===== src/rtl/dlc_ram.sv =====
`timescale 1ns / 1ps
module dlc_ram #(
    parameter int WIDTH = 8,
    parameter int DEPTH = 256
) (
    input  logic                     i_clk,
    input  logic [$clog2(DEPTH)-1:0] i_addr,
    input  logic                     i_we,
    input  logic [WIDTH-1:0]         i_wdata,
    output logic [WIDTH-1:0]         o_rdata
);
    logic [WIDTH-1:0] r_mem [DEPTH];
    logic [WIDTH-1:0] r_rdata;

    always_ff @(posedge i_clk) begin
        if (i_we) begin
            r_mem[i_addr] <= i_wdata;
        end
        r_rdata <= r_mem[i_addr];
    end

    assign o_rdata = r_rdata;
endmodule


===== config.mk =====
export PLATFORM = sky130hd
export DESIGN_NAME = dlc_ram
export DESIGN_NICKNAME = d
export VERILOG_FILES = /design/src/rtl/dlc_ram.sv
export SDC_FILE = /design/constraint.sdc
export NUM_CORES = 2
export LEC_CHECK = 0
export BUFFER_PORTS_ARGS = -buffer_cell sky130_fd_sc_hd__buf_2
export CORE_MARGIN = 3
export CORE_UTILIZATION = 25
export CTS_BUF_LIST = sky130_fd_sc_hd__clkbuf_4 sky130_fd_sc_hd__clkbuf_8
export CTS_CLUSTER_SIZE = 30
export DETAILED_ROUTE_END_ITERATION = 16
export PLACE_DENSITY_LB_ADDON = 0.08
export SKIP_CTS_REPAIR_TIMING = 1
export SLEW_MARGIN = 30
export SYNTH_ARGS = -nofsm -noshare
export SYNTH_HDL_FRONTEND = slang
export SYNTH_SLANG_ARGS = --single-unit

===== constraint.sdc =====
create_clock -name i_clk -period 2.8 [get_ports i_clk]
set_input_delay 0.7 -clock i_clk [delete_from_list [all_inputs] [get_ports i_clk]]
set_output_delay 0.7 -clock i_clk [all_outputs]
set_load 0.02 [all_outputs]

---- Yosys cells after proc, flatten, opt, wreduce, memory -nomap -nowiden ----
Memories as Yosys holds them, arrays and structs flattened. A register that Yosys moved wholly into a read port is not among the register bits.
Index checks and enable logic that the tools add are counted.
Widths: inputs -> output; s select.
word-level totals
  output and inout bits ................... 8
  RAM bits ................................ 2048
  input bits .............................. 18
  register bits ........................... 0
  memories ................................ 1
  logic and storage cells ................. 3
memories
  memory  depth  width  read ports  clocked after memory_dff  wr ports  line  RTL
  r_mem   256    8      1           1                         1         12    logic [WIDTH-1:0] r_mem [DEPTH];
cells by class
  muxes and demuxes ....................... 2
operators with widths
  operator  number
  $mux 1    2

---- Depth between registers and ports, before layout ----
  word-level depth ........................ 2
  gate-level depth with buffers ........... 10
  gate-level depth less buffers ........... 5

---- Worst setup path after synthesis ----
No wires, ideal clock.
  path kind ............................... input -> register
  start ................................... input i_addr[1]
  end ..................................... memory r_mem[111][0], enable pin
  required time ........................... 2.430 ns
  arrival time ............................ 2.549 ns
  cell stages on the path ................. 9
  setup slack ............................. -0.119 ns
  library setup time ...................... 0.370 ns
  cells stage by stage .................... buf_2 -> clkbuf_1 -> clkbuf_1 -> nand2_1 -> buf_2 -> nor2_1 -> nand2_1 -> clkbuf_1 -> nor2_1
RTL lines
  item                line  RTL
  start: declaration  7     input logic [$clog2(DEPTH)-1:0] i_addr,
  end: declaration    12
Straight into the memory's write port.

==> results_dict.tcl <==
set metrics [dict create \
    cts_sinks 2056 \
    routedWlPerCell_um 27.64 \
    synth_nets 3565 \
    hp-class "input port to register" \
    p_per_area_nw_per_um2 668.2 \
    rsz0062_at_grt "false" \
    detail-route-antenna-nets 0 \
    syn_area_sq_um 78490 \
    fillerInstances 30090 \
    die_width_um 566.3 \
    synthesis.instances 3547 \
    final_common_cell "edfxtp_1" \
    synth_cell_types 22 \
    fin_crit_sh_pct 99.04 \
    num_rows 205 \
    final_net_count 4540 \
    grt_max_degree 128 \
    cp.arrival_ps 3660 \
    avgSynthCellArea_sq_um 22.13 \
    max_freq_ghz 0.3606 \
    htree_levels 5 \
    layout_common_cells "edfxtp_1, buf_4, mux4_2" \
    worst-path-max-fanout 1 \
    grt_pass1_vias 43040 \
    startpoint_type "register" \
    end_kind "register" \
    cp.required_ps 3690 \
    grt_first_pass_wirelength_um 347500 \
    gr-usage-all-layers_pct 15.22 \
    period_needed_ps 2773 \
    setup_ws_ps 26.94 \
    via_per_inst 4.475 \
    dp_hpwl_um 160400 \
    dpl_cell_area_sq_um 90920 \
    leakage_nw 31.30 \
    vdd_drop_max_uv 317.6 \
    tritoncts "built" \
    cts.path.max_buffers 4 \
    yosys_warnings 0 \
    syn_to_final_growth_pct 25.13 \
    stdcell_area_sq_um 98220 \
    dp_slack_ps -1011 \
    hold_viol 0 \
    clk_pin_slew_worst_paths_ps 60 \
    port_buffers 25 \
    drc 0 \
    setup_violations 0 \
    ys_seq_area_share_pct 78.55 \
    clock_latency_ps 1020 \
    grt-ovfl-total 0 \
    die_h_um 566.3 \
    cap_viol_max_count 0 \
    r2r_setup_slack_ps 30 \
    die_area_sq_um 320700 \
    cts_buffers 380 \
    status "complete, no violations" \
    worst_pin_slew_ps 921.2 \
    cts_root_buffer "clkbuf_8" \
    drt_iter0_drc 3233 \
    slew_violations 0 \
    drive_gt1_share_pct 40.83 \
    ios 26 \
    initial_core_util_pct 25.15 \
    antenna_found_initial 22 \
    dr_total_vias 40130 \
    routed_wirelength_um 247900 \
    core_sq_um 312200 \
    synth-seq-cells 2056 \
    clock_skew_ps 67.02 \
    first_pass_iters 6 \
    slew_headroom_pct 37.78 \
    critPathKind "register to register" \
    place.gp.congestion 0.7393 \
]
## final timing paths
kind	start	endpoint	depth (start not counted)
max	r_mem[127][7]	o_rdata[7]	7
min	i_wdata[1]	r_mem[157][1]	1
min reg2reg	r_mem[22][5]	o_rdata[5]	5
max reg2reg	r_mem[127][7]	o_rdata[7]	7
## final cells by class
class / instances / area, sq um / share of cell area, %
flip-flops and latches: 2056 / 61660 / 62.78
clock inverters: 186 / 1166 / 1.187
multi-input cells: 1258 / 16000 / 16.29
diodes: 12 / 30.03 / 0.03057
clock buffers: 489 / 6061 / 6.171
inverters: 1 / 3.754 / 0.003822
repair buffers: 825 / 8118 / 8.265
well taps: 4140 / 5180 / 5.274
## power breakdown
part | switching [mW] | total (mW) | internal [mW] | leakage (nW)
sequential | 0.0545 | 34.0 | 33.9 | 18.5
clock | 13.0 | 27.9 | 14.9 | 3.81
combinational | 2.21 | 3.70 | 1.48 | 9.02
total | 15.3 | 65.6 | 50.3 | 31.3
## routing by layer
layer  vias up  global-route usage, %  wire length, um
li1      17150                      -                -
met1     21640                  21.29           113200
met2       948                  24.24           116800
met3       386                  2.863            11810
met4         2                  4.077             6128
met5         -                      0               12
## flip-flops by register name, summed over array words and instances (netlist names)
signal   flops
r_mem     2048
o_rdata      8
## cell families after synthesis
kind of cell | synth area share [%]
AOI/OAI and AO/OA | 3.622
buffers and inverters | 1.401
DFF | 78.55
muxes | 14.69
and+or+nand+nor | 1.733
## critical path, stage by stage, from the launching register on
cell and delay [ps]:
edfxtp_1 350, mux4_2 480, a22oi_1 290, buf_4 190, a21oi_1 60, o41ai_1 850
buf_4 310, nand4_1 100
## metrics by stage
stage               util (%)  hold slack, ps  setup TNS (ps)  cells  power, mW
finish                 31.47           155.0               0   8967      65.63
global route           31.46           32.49               0   8962      68.54
CTS                    31.44          -197.9               0   8951      66.98
detailed placement     29.13           969.0         -334650   8276      38.46
global placement       29.12           968.7         -337580   8276      38.46
floorplan                  -           798.9          -62570   3547      36.13
## cells in the mapped netlist
| master | count | share of area, % |
|---|---|---|
| buf_6 | 16 | 0.23 |
| a21oi_1 | 128 | 0.82 |
| or3_1 | 1 | 0.0080 |
| nor2b_1 | 7 | 0.056 |
| or2_2 | 2 | 0.016 |
| nor3_1 | 30 | 0.19 |
| nor2_1 | 232 | 1.1 |
| inv_1 | 1 | 0.0048 |
| buf_4 | 16 | 0.15 |
| buf_2 | 36 | 0.23 |
| buf_1 | 19 | 0.091 |
| nand3_1 | 13 | 0.083 |
| and2_1 | 3 | 0.024 |
| clkbuf_1 | 145 | 0.69 |
| a22oi_1 | 256 | 2.4 |
| edfxtp_1 | 2048 | 78 |
| dfxtp_1 | 8 | 0.20 |
| mux4_2 | 512 | 15 |
| nand2_1 | 28 | 0.13 |
| o41ai_1 | 32 | 0.36 |
| nand2b_1 | 6 | 0.048 |
| nand4_1 | 8 | 0.064 |
Power figures use the tool's default switching activity.
